### src/rtl/dese_pkg.sv
package dese_pkg;

  localparam int FracBits  = 8;
  localparam int TsW       = 32;
  localparam int RateW     = 27;
  localparam int LimitW    = 8;
  localparam int IdleW     = 9;
  localparam int FreqW     = 28;
  localparam int NumW      = RateW + FracBits;
  localparam int DivSteps  = NumW;
  localparam int CntW      = $clog2(DivSteps);
  localparam int NumChan   = 2;
  localparam int AddrW     = 3;
  localparam int DataW     = 32;

  localparam logic [LimitW-1:0] LimitReset = LimitW'(20);
  localparam logic [RateW-1:0]  RateReset  = RateW'(1000000);
  localparam logic [IdleW-1:0]  IdleMax    = {IdleW{1'b1}};
  localparam logic [FreqW-1:0]  FreqMax    = {FreqW{1'b1}};

  // input item codes
  localparam logic       ModeEdge   = 1'b0;
  localparam logic       ModeUpdate = 1'b1;
  localparam logic [1:0] LvlFall    = 2'd0;
  localparam logic [1:0] LvlRise    = 2'd1;

  // register map, word index taken from paddr[2]
  localparam logic RegIdleLimit = 1'b0;
  localparam logic RegTickRate  = 1'b1;

  typedef enum logic [1:0] {
    S_IDLE,
    S_DIV,
    S_COMMIT,
    S_PUSH
  } state_e;

  typedef struct packed {
    logic edge_we;
    logic upd_start;
    logic div_step;
    logic commit;
    logic out_load;
  } dp_cmd_t;

endpackage

### src/rtl/dese_div.sv
// restoring divider, one quotient bit per step
module dese_div import dese_pkg::*; (
  input  logic            clk_i,
  input  logic            load_i,
  input  logic            step_i,
  input  logic [NumW-1:0] num_i,
  input  logic [TsW-1:0]  den_i,
  output logic [NumW-1:0] quo_o
);

  logic [NumW-1:0] quo_q, quo_d;
  logic [TsW-1:0]  rem_q, rem_d;
  logic [TsW-1:0]  den_q, den_d;
  logic [TsW:0]    rem_sh;
  logic            fits;

  always_comb begin
    rem_sh = {rem_q, quo_q[NumW-1]};
    fits   = (rem_sh >= {1'b0, den_q});
    quo_d  = quo_q;
    rem_d  = rem_q;
    den_d  = den_q;
    if (load_i) begin
      quo_d = num_i;
      rem_d = '0;
      den_d = den_i;
    end else if (step_i) begin
      quo_d = {quo_q[NumW-2:0], fits};
      rem_d = fits ? TsW'(rem_sh - {1'b0, den_q}) : rem_sh[TsW-1:0];
    end
  end

  always_ff @(posedge clk_i) begin
    quo_q <= quo_d;
    rem_q <= rem_d;
    den_q <= den_d;
  end

  assign quo_o = quo_q;

endmodule

### src/rtl/dese_ctrl.sv
// sequencer: item intake, divide count, commit, result handoff
module dese_ctrl import dese_pkg::*; (
  input  logic    clk_i,
  input  logic    rst_ni,
  input  logic    in_valid_i,
  input  logic    mode_i,
  input  logic    out_ready_i,
  output logic    in_ready_o,
  output logic    out_valid_o,
  output dp_cmd_t cmd_o
);

  state_e          state_q, state_d;
  logic [CntW-1:0] cnt_q, cnt_d;
  logic            out_valid_q, out_valid_d;
  logic            accept;
  logic            out_free;

  assign accept   = in_valid_i && (state_q == S_IDLE);
  assign out_free = !out_valid_q || out_ready_i;

  // next state
  always_comb begin
    state_d = state_q;
    case (state_q)
      S_IDLE: begin
        if (accept && (mode_i == ModeUpdate)) state_d = S_DIV;
      end
      S_DIV: begin
        if (cnt_q == CntW'(DivSteps - 1)) state_d = S_COMMIT;
      end
      S_COMMIT: state_d = S_PUSH;
      S_PUSH: begin
        if (out_free) state_d = S_IDLE;
      end
      default: state_d = S_IDLE;
    endcase
  end

  // outputs
  always_comb begin
    in_ready_o = 1'b0;
    cmd_o      = '0;
    case (state_q)
      S_IDLE: begin
        in_ready_o      = 1'b1;
        cmd_o.edge_we   = accept && (mode_i == ModeEdge);
        cmd_o.upd_start = accept && (mode_i == ModeUpdate);
      end
      S_DIV:    cmd_o.div_step = 1'b1;
      S_COMMIT: cmd_o.commit   = 1'b1;
      S_PUSH:   cmd_o.out_load = out_free;
      default: ;
    endcase
  end

  always_comb begin
    cnt_d = (state_q == S_DIV) ? cnt_q + CntW'(1) : '0;
    out_valid_d = out_valid_q;
    if (out_valid_q && out_ready_i) out_valid_d = 1'b0;
    if (cmd_o.out_load)             out_valid_d = 1'b1;
  end

  always_ff @(posedge clk_i or negedge rst_ni) begin
    if (!rst_ni) begin
      state_q     <= S_IDLE;
      cnt_q       <= '0;
      out_valid_q <= 1'b0;
    end else begin
      state_q     <= state_d;
      cnt_q       <= cnt_d;
      out_valid_q <= out_valid_d;
    end
  end

  assign out_valid_o = out_valid_q;

endmodule

### src/rtl/dese_dp.sv
// per-channel edge timing, idle counting, frequency averaging
module dese_dp import dese_pkg::*; (
  input  logic              clk_i,
  input  logic              rst_ni,
  input  dp_cmd_t           cmd_i,
  input  logic              channel_i,
  input  logic [1:0]        level_i,
  input  logic [TsW-1:0]    timestamp_i,
  input  logic [LimitW-1:0] idle_limit_i,
  input  logic [RateW-1:0]  tick_rate_i,
  output logic [FreqW-1:0]  freq_left_o,
  output logic [FreqW-1:0]  freq_right_o
);

  logic [TsW-1:0]   last_q   [NumChan];
  logic [TsW-1:0]   period_q [NumChan];
  logic [NumChan-1:0] seen_q;
  logic [NumChan-1:0] zero_q;
  logic [IdleW-1:0] idle_q   [NumChan];
  logic [IdleW-1:0] idle_d   [NumChan];
  logic [FreqW-1:0] freq_q   [NumChan];
  logic [FreqW-1:0] freq_d   [NumChan];
  logic [NumW-1:0]  quo      [NumChan];
  logic [FreqW-1:0] out_left_q, out_right_q;
  logic [NumW-1:0]  num;
  logic             edge_ok;

  assign num     = {tick_rate_i, FracBits'(0)};
  assign edge_ok = cmd_i.edge_we && (level_i inside {LvlFall, LvlRise});

  for (genvar c = 0; c < NumChan; c++) begin : g_chan
    logic [FreqW-1:0] q_sat;
    logic [FreqW:0]   sum;

    dese_div u_div (
      .clk_i  (clk_i),
      .load_i (cmd_i.upd_start),
      .step_i (cmd_i.div_step),
      .num_i  (num),
      .den_i  (period_q[c]),
      .quo_o  (quo[c])
    );

    always_comb begin
      // zero period saturates; so does any quotient above the 20.8 range
      if (period_q[c] == '0 || quo[c] > NumW'(FreqMax)) q_sat = FreqMax;
      else                                              q_sat = quo[c][FreqW-1:0];
      sum       = {1'b0, freq_q[c]} + {1'b0, q_sat};
      freq_d[c] = zero_q[c] ? '0 : sum[FreqW:1];
      if (seen_q[c])                idle_d[c] = '0;
      else if (idle_q[c] < IdleMax) idle_d[c] = idle_q[c] + IdleW'(1);
      else                          idle_d[c] = idle_q[c];
    end

    always_ff @(posedge clk_i or negedge rst_ni) begin
      if (!rst_ni) begin
        last_q[c]   <= '0;
        period_q[c] <= '0;
        seen_q[c]   <= 1'b0;
        idle_q[c]   <= '0;
        freq_q[c]   <= '0;
        zero_q[c]   <= 1'b0;
      end else begin
        if (edge_ok && (channel_i == 1'(c))) begin
          period_q[c] <= timestamp_i - last_q[c];
          last_q[c]   <= timestamp_i;
          seen_q[c]   <= 1'b1;
        end
        if (cmd_i.upd_start) begin
          idle_q[c] <= idle_d[c];
          seen_q[c] <= 1'b0;
          zero_q[c] <= (idle_d[c] > {1'b0, idle_limit_i});
        end
        if (cmd_i.commit) freq_q[c] <= freq_d[c];
      end
    end
  end

  always_ff @(posedge clk_i) begin
    if (cmd_i.out_load) begin
      out_left_q  <= freq_q[0];
      out_right_q <= freq_q[1];
    end
  end

  assign freq_left_o  = out_left_q;
  assign freq_right_o = out_right_q;

endmodule

### src/rtl/dual_encoder_speed_estimator.sv
// Edge item: no result; the next item is taken the following cycle.
// Update item: result valid after the input transfer (35 steps of a
//   one-bit-per-cycle restoring divider per channel, then commit and handoff).
//   Input then stalls until the result is loaded, later if one is still pending.
// Reset (rst_ni low, async): all channel state zero, idle_limit 20,
//   tick_rate 1000000, no result pending.
module dual_encoder_speed_estimator import dese_pkg::*; (
  input  logic              clk_i,
  input  logic              rst_ni,
  // input item channel
  input  logic              in_valid_i,
  output logic              in_ready_o,
  input  logic              mode_i,
  input  logic              channel_i,
  input  logic [1:0]        level_i,
  input  logic [TsW-1:0]    timestamp_i,
  // result channel
  output logic              out_valid_o,
  input  logic              out_ready_i,
  output logic [FreqW-1:0]  freq_left_o,
  output logic [FreqW-1:0]  freq_right_o,
  // register port
  input  logic              psel,
  input  logic              penable,
  input  logic              pwrite,
  input  logic [AddrW-1:0]  paddr,
  input  logic [DataW-1:0]  pwdata,
  output logic [DataW-1:0]  prdata,
  output logic              pready
);

  logic [LimitW-1:0] idle_limit_q;
  logic [RateW-1:0]  tick_rate_q;
  logic              wr_en;
  dp_cmd_t           cmd;

  // Register write completes on the access phase; pready is tied high,
  // so there are no wait states. Word select is paddr[2]; the byte offset
  // bits are ignored.
  assign pready = 1'b1;
  assign wr_en  = psel && penable && pwrite && pready;

  always_ff @(posedge clk_i or negedge rst_ni) begin
    if (!rst_ni) begin
      idle_limit_q <= LimitReset;
      tick_rate_q  <= RateReset;
    end else if (wr_en) begin
      case (paddr[2])
        RegIdleLimit: idle_limit_q <= pwdata[LimitW-1:0];
        RegTickRate:  tick_rate_q  <= pwdata[RateW-1:0];
        default: ;
      endcase
    end
  end

  always_comb begin
    case (paddr[2])
      RegIdleLimit: prdata = DataW'(idle_limit_q);
      RegTickRate:  prdata = DataW'(tick_rate_q);
      default:      prdata = '0;
    endcase
  end

  // Controller: accepts items only while idle, sequences the divide,
  // commits the averaged frequencies and hands them to the output register.
  dese_ctrl u_ctrl (
    .clk_i       (clk_i),
    .rst_ni      (rst_ni),
    .in_valid_i  (in_valid_i),
    .mode_i      (mode_i),
    .out_ready_i (out_ready_i),
    .in_ready_o  (in_ready_o),
    .out_valid_o (out_valid_o),
    .cmd_o       (cmd)
  );

  // Datapath: period capture on edges, idle counters and the cut-off
  // decision at the update transfer, two dividers running in parallel.
  dese_dp u_dp (
    .clk_i        (clk_i),
    .rst_ni       (rst_ni),
    .cmd_i        (cmd),
    .channel_i    (channel_i),
    .level_i      (level_i),
    .timestamp_i  (timestamp_i),
    .idle_limit_i (idle_limit_q),
    .tick_rate_i  (tick_rate_q),
    .freq_left_o  (freq_left_o),
    .freq_right_o (freq_right_o)
  );

endmodule
### config.mk
export PLATFORM = sky130hd
export DESIGN_NAME = dual_encoder_speed_estimator
export DESIGN_NICKNAME = d
export VERILOG_FILES = /design/src/rtl/dese_pkg.sv /design/src/rtl/dese_div.sv /design/src/rtl/dese_ctrl.sv /design/src/rtl/dese_dp.sv /design/src/rtl/dual_encoder_speed_estimator.sv
export SDC_FILE = /design/constraint.sdc
export NUM_CORES = 1
export LEC_CHECK = 0
export BUFFER_PORTS_ARGS = -buffer_cell sky130_fd_sc_hd__buf_2
export CAP_MARGIN = 40
export CORE_MARGIN = 3
export CORE_UTILIZATION = 60
export CTS_BUF_LIST = sky130_fd_sc_hd__clkbuf_2
export DETAILED_ROUTE_END_ITERATION = 10
export PLACE_DENSITY = 0.84
export REMOVE_ABC_BUFFERS = 1
export SYNTH_ARGS = -nofsm -noshare
export SYNTH_HDL_FRONTEND = slang
export SYNTH_SLANG_ARGS = --single-unit
### constraint.sdc
create_clock -name clk_i -period 5.5 [get_ports clk_i]
set_input_delay 0.275 -clock clk_i [delete_from_list [all_inputs] [get_ports clk_i]]
set_output_delay 0.275 -clock clk_i [all_outputs]
set_load 0.02 [all_outputs]
==> metrics <==
via count of the first global-routing pass=25000; Die Span Y=around 230 microns; final wirelength=about 82000 microns; CTS Root Cell=clkbuf_2; Distinct cells, synth=83; maximum clock frequency=between 200 and 250 MHz; met2 GRT Util=0.502; placed cell count=between 3000 and 4000; number of setup violations in the final report=0; Die Area=approximately 0.05 sq mm; register area=~0.013 sq mm; met1 Usage GRT=0.416; initial core utilization=0.613; PwrDens=around 600 mW/mm^2; CP max-delay cell=nor4_1; mapped cell area=a little under 0.03 sq mm; Cell Count, Final, Fillers Out=slightly above 4000; startpoint types=register; crit path kind=register to register; CTS tree=built; htree depth=4; RSZ-0062 raised after global routing=false; Initial DRC Count=between 2000 and 2500; #FFs+latches synth=slightly above 500; Fin Hold WS=0.0954 ns; max cap viols=0; Post-Syn Instances=just under 3000; most frequent cells in the layout=331 x nand2_1, 241 x dfrtp_1, 221 x o21ai_0, 211 x ha_1, 204 x clkbuf_2; post-route cell area=about 0.034 sq mm; GRT Max-Usage Layer=met2; Hold Path Depth=5; most common cell after layout, fill and taps aside=nand2_1; clk buf depth=3; Setup WS pre-CTS=~0.73 ns; clock sinks=a little over 500; Tmin final=~5 ns; status=complete, no violations; Avg Synthesized Cell Area=around 9.7 sq um; Synth warnings=0; Worst-Margin Slew=0.946 ns; Worst VDD drop=about 0.40 mV; worst-path maximum fanout=10; layout cells sized above 1=0.157; initial antenna violation count=5; DRC Markers=0; LEAKAGE=15.3 nW; Post-layout nets=~3700; ANT nets after route=0; GP Congestion=~0.96; CTS Buf Count=about 140; critical path's largest stage delay=about 0.79 ns; CP cell instances=nor4_1 -> nand4_1 -> o21ai_1 -> or2_2 -> inv_1 -> fa_1 -> nor2b_1 -> o21ai_0 -> a211oi_1 -> o31a_1 -> o2111a_1 -> o211ai_1 -> a21boi_0 -> o21bai_1 -> a21boi_0 -> nor3_1 -> o32ai_1; met3 Usage GRT=0.0841; Worst Reg-to-Reg Cells=17; drt wl/cell=roughly 20 microns; sequential-to-total area share from yosys stat=0.454; capture point of the worst reg-to-reg path=u_dp.freq_q[53]; Final Hold Viols=0; Die X=between 200 and 250 microns; Yosys top cell area share=0.209; fin crit share=0.905; first-pass GRT wire length=129000 microns; register clock-pin slew on the reported worst setup and hold paths=between 0.1 and 0.15 ns; Slew Limit Fails=0; first drt pass iteration count=6; cts repair resizes=0; skew final=between 0.15 and 0.2 ns; Skew-Pair Late Insertion Delay=1.39 ns; I/O pin count=169; area grow syn2layout=16.3%; pin count of the biggest net entering global routing=between 100 and 150; Critical Path Start=u_dp.period_q[57]; Max-slew headroom=0.370; ys flop type=dfrtp_1; Req. time, crit path=approximately 6.7 ns; number of fill cells=3218; Post-DP Area=0.0302 sq mm; hold buffer count at CTS=190; Via-to-Cell Ratio=6.13; CP endpoint=u_dp.freq_q[53]; Setup WS post-layout=0.523 ns; GR Util All Layers=0.320; setup bufs post-CTS=0; CORE AREA=around 0.047 sq mm; min-delay worst type=input pin to register; Port-buffer cells=154; CP endpoint kind=register; multi-input combinational cell area=between 0.01 and 0.015 sq mm; fin util=0.713; post-detail-place hpwl=50700 microns; Post-synth ARST share=0.496; Std-Cell Rows=79; via count=approximately 25000; count of flip-flops with a built-in enable after synthesis=~170; R2R Setup Slk=between 0.5 and 0.6 ns; synth top area cells=dfrtp_1 21%, edfxtp_1 18%, ha_1 9.2%; Synth area leader=dfrtp_1; grt total ovfl=0; Worst R2R Start=u_dp.period_q[57]; CP dominant cell by count=a21boi_0; WP data arrival=about 6.2 ns
## cells by family after synthesis
| kind of cell | after synthesis | share of synthesized area |
|---|---|---|
| DFF | 504 | 0.454 |
| and+or+nand+nor | 863 | 0.141 |
| other | 2 | 0.000260 |
| xor gates and xnor gates | 156 | 0.0474 |
| muxes | 67 | 0.0250 |
| buffers and inverters | 315 | 0.0426 |
| AOI/OAI and AO/OA | 837 | 0.193 |
| adders and majority gates | 218 | 0.0961 |
## power by group
group | switching (W) | internal, W
clock | 0.00174 | 0.00129
sequential | 0.00112 | 0.00556
combinational | 0.00642 | 0.00451
total | 0.00928 | 0.0114
## stage by stage
step / total power, W / setup TNS, ns
floorplan: 0.0142 / -19.69
global placement: 0.0164 / 0
detailed placement: 0.0169 / 0
CTS: 0.0202 / 0
global route: 0.0220 / 0
finish: 0.0206 / 0
## routing by layer
metal | vias up | routed length (microns)
met3 | 354 | 7720
met4 | 0 | 3950
met2 | 1269 | 37000
li1 | 11500 | -
met5 | - | 0
met1 | 11900 | 33000
## worst max-delay path: cells and delay by family, from the launching register on
kind | cells | cell delay, ns
AOI/OAI and AO/OA | 10 | 2.52
adders and majority gates | 1 | 0.39
buffers and inverters | 1 | 0.05
DFF | 1 | 0.41
and+or+nand+nor | 5 | 1.52
## synthesized netlist by cell type (38+ instances only)
cell type / n
xnor2_1: 82
a22o_1: 77
mux2_2: 41
a21oi_1: 148
nor2_1: 178
inv_1: 195
ha_1: 212
a21o_1: 100
xor2_1: 74
and2_1: 38
dfrtp_1: 241
nand2_1: 332
dfxtp_1: 80
o21ai_0: 222
or2_2: 62
nand3_1: 42
clkbuf_1: 87
edfxtp_1: 174
## flip-flops by register name, indices dropped and copies added (netlist names), 2 cells and up
| register | cells |
|---|---|
| u_dp.g_chan.u_div.den_q | 64 |
| u_dp.freq_right_o | 28 |
| idle_limit_q | 8 |
| u_dp.period_q | 64 |
| u_dp.freq_left_o | 28 |
| u_ctrl.cnt_q | 6 |
| u_dp.seen_q | 2 |
| u_dp.last_q | 64 |
| tick_rate_q | 27 |
| u_dp.zero_q | 2 |
| u_dp.freq_q | 56 |
| u_dp.g_chan.u_div.rem_q | 64 |
| u_dp.idle_q | 18 |
| u_dp.g_chan.u_div.quo_o | 70 |
| u_ctrl.state_q | 2 |
## worst min-delay path by stage
stage	startpoint	end	slack, ns
2_1_floorplan	rst_ni	idle_limit_q[0]	-0.02
3_5_place_dp	rst_ni	u_dp.period_q[28]	0.32
4_1_cts	timestamp_i[4]	u_dp.period_q[37]	0.001
6_report	timestamp_i[10]	u_dp.period_q[42]	0.1
3_3_place_gp	rst_ni	u_ctrl.cnt_q[2]	0.32
5_1_grt	timestamp_i[4]	u_dp.period_q[37]	0.09
## area by class of cell
cell class	count	area share
antenna	7	0.000522
clock buffer	204	0.0304
clock inverter	46	0.0110
inverter	196	0.0221
multi-input combinational	2147	0.435
sequential	504	0.390
tap	607	0.0226
timing repair buffer	370	0.0878
Power figures use the tool's default switching activity.
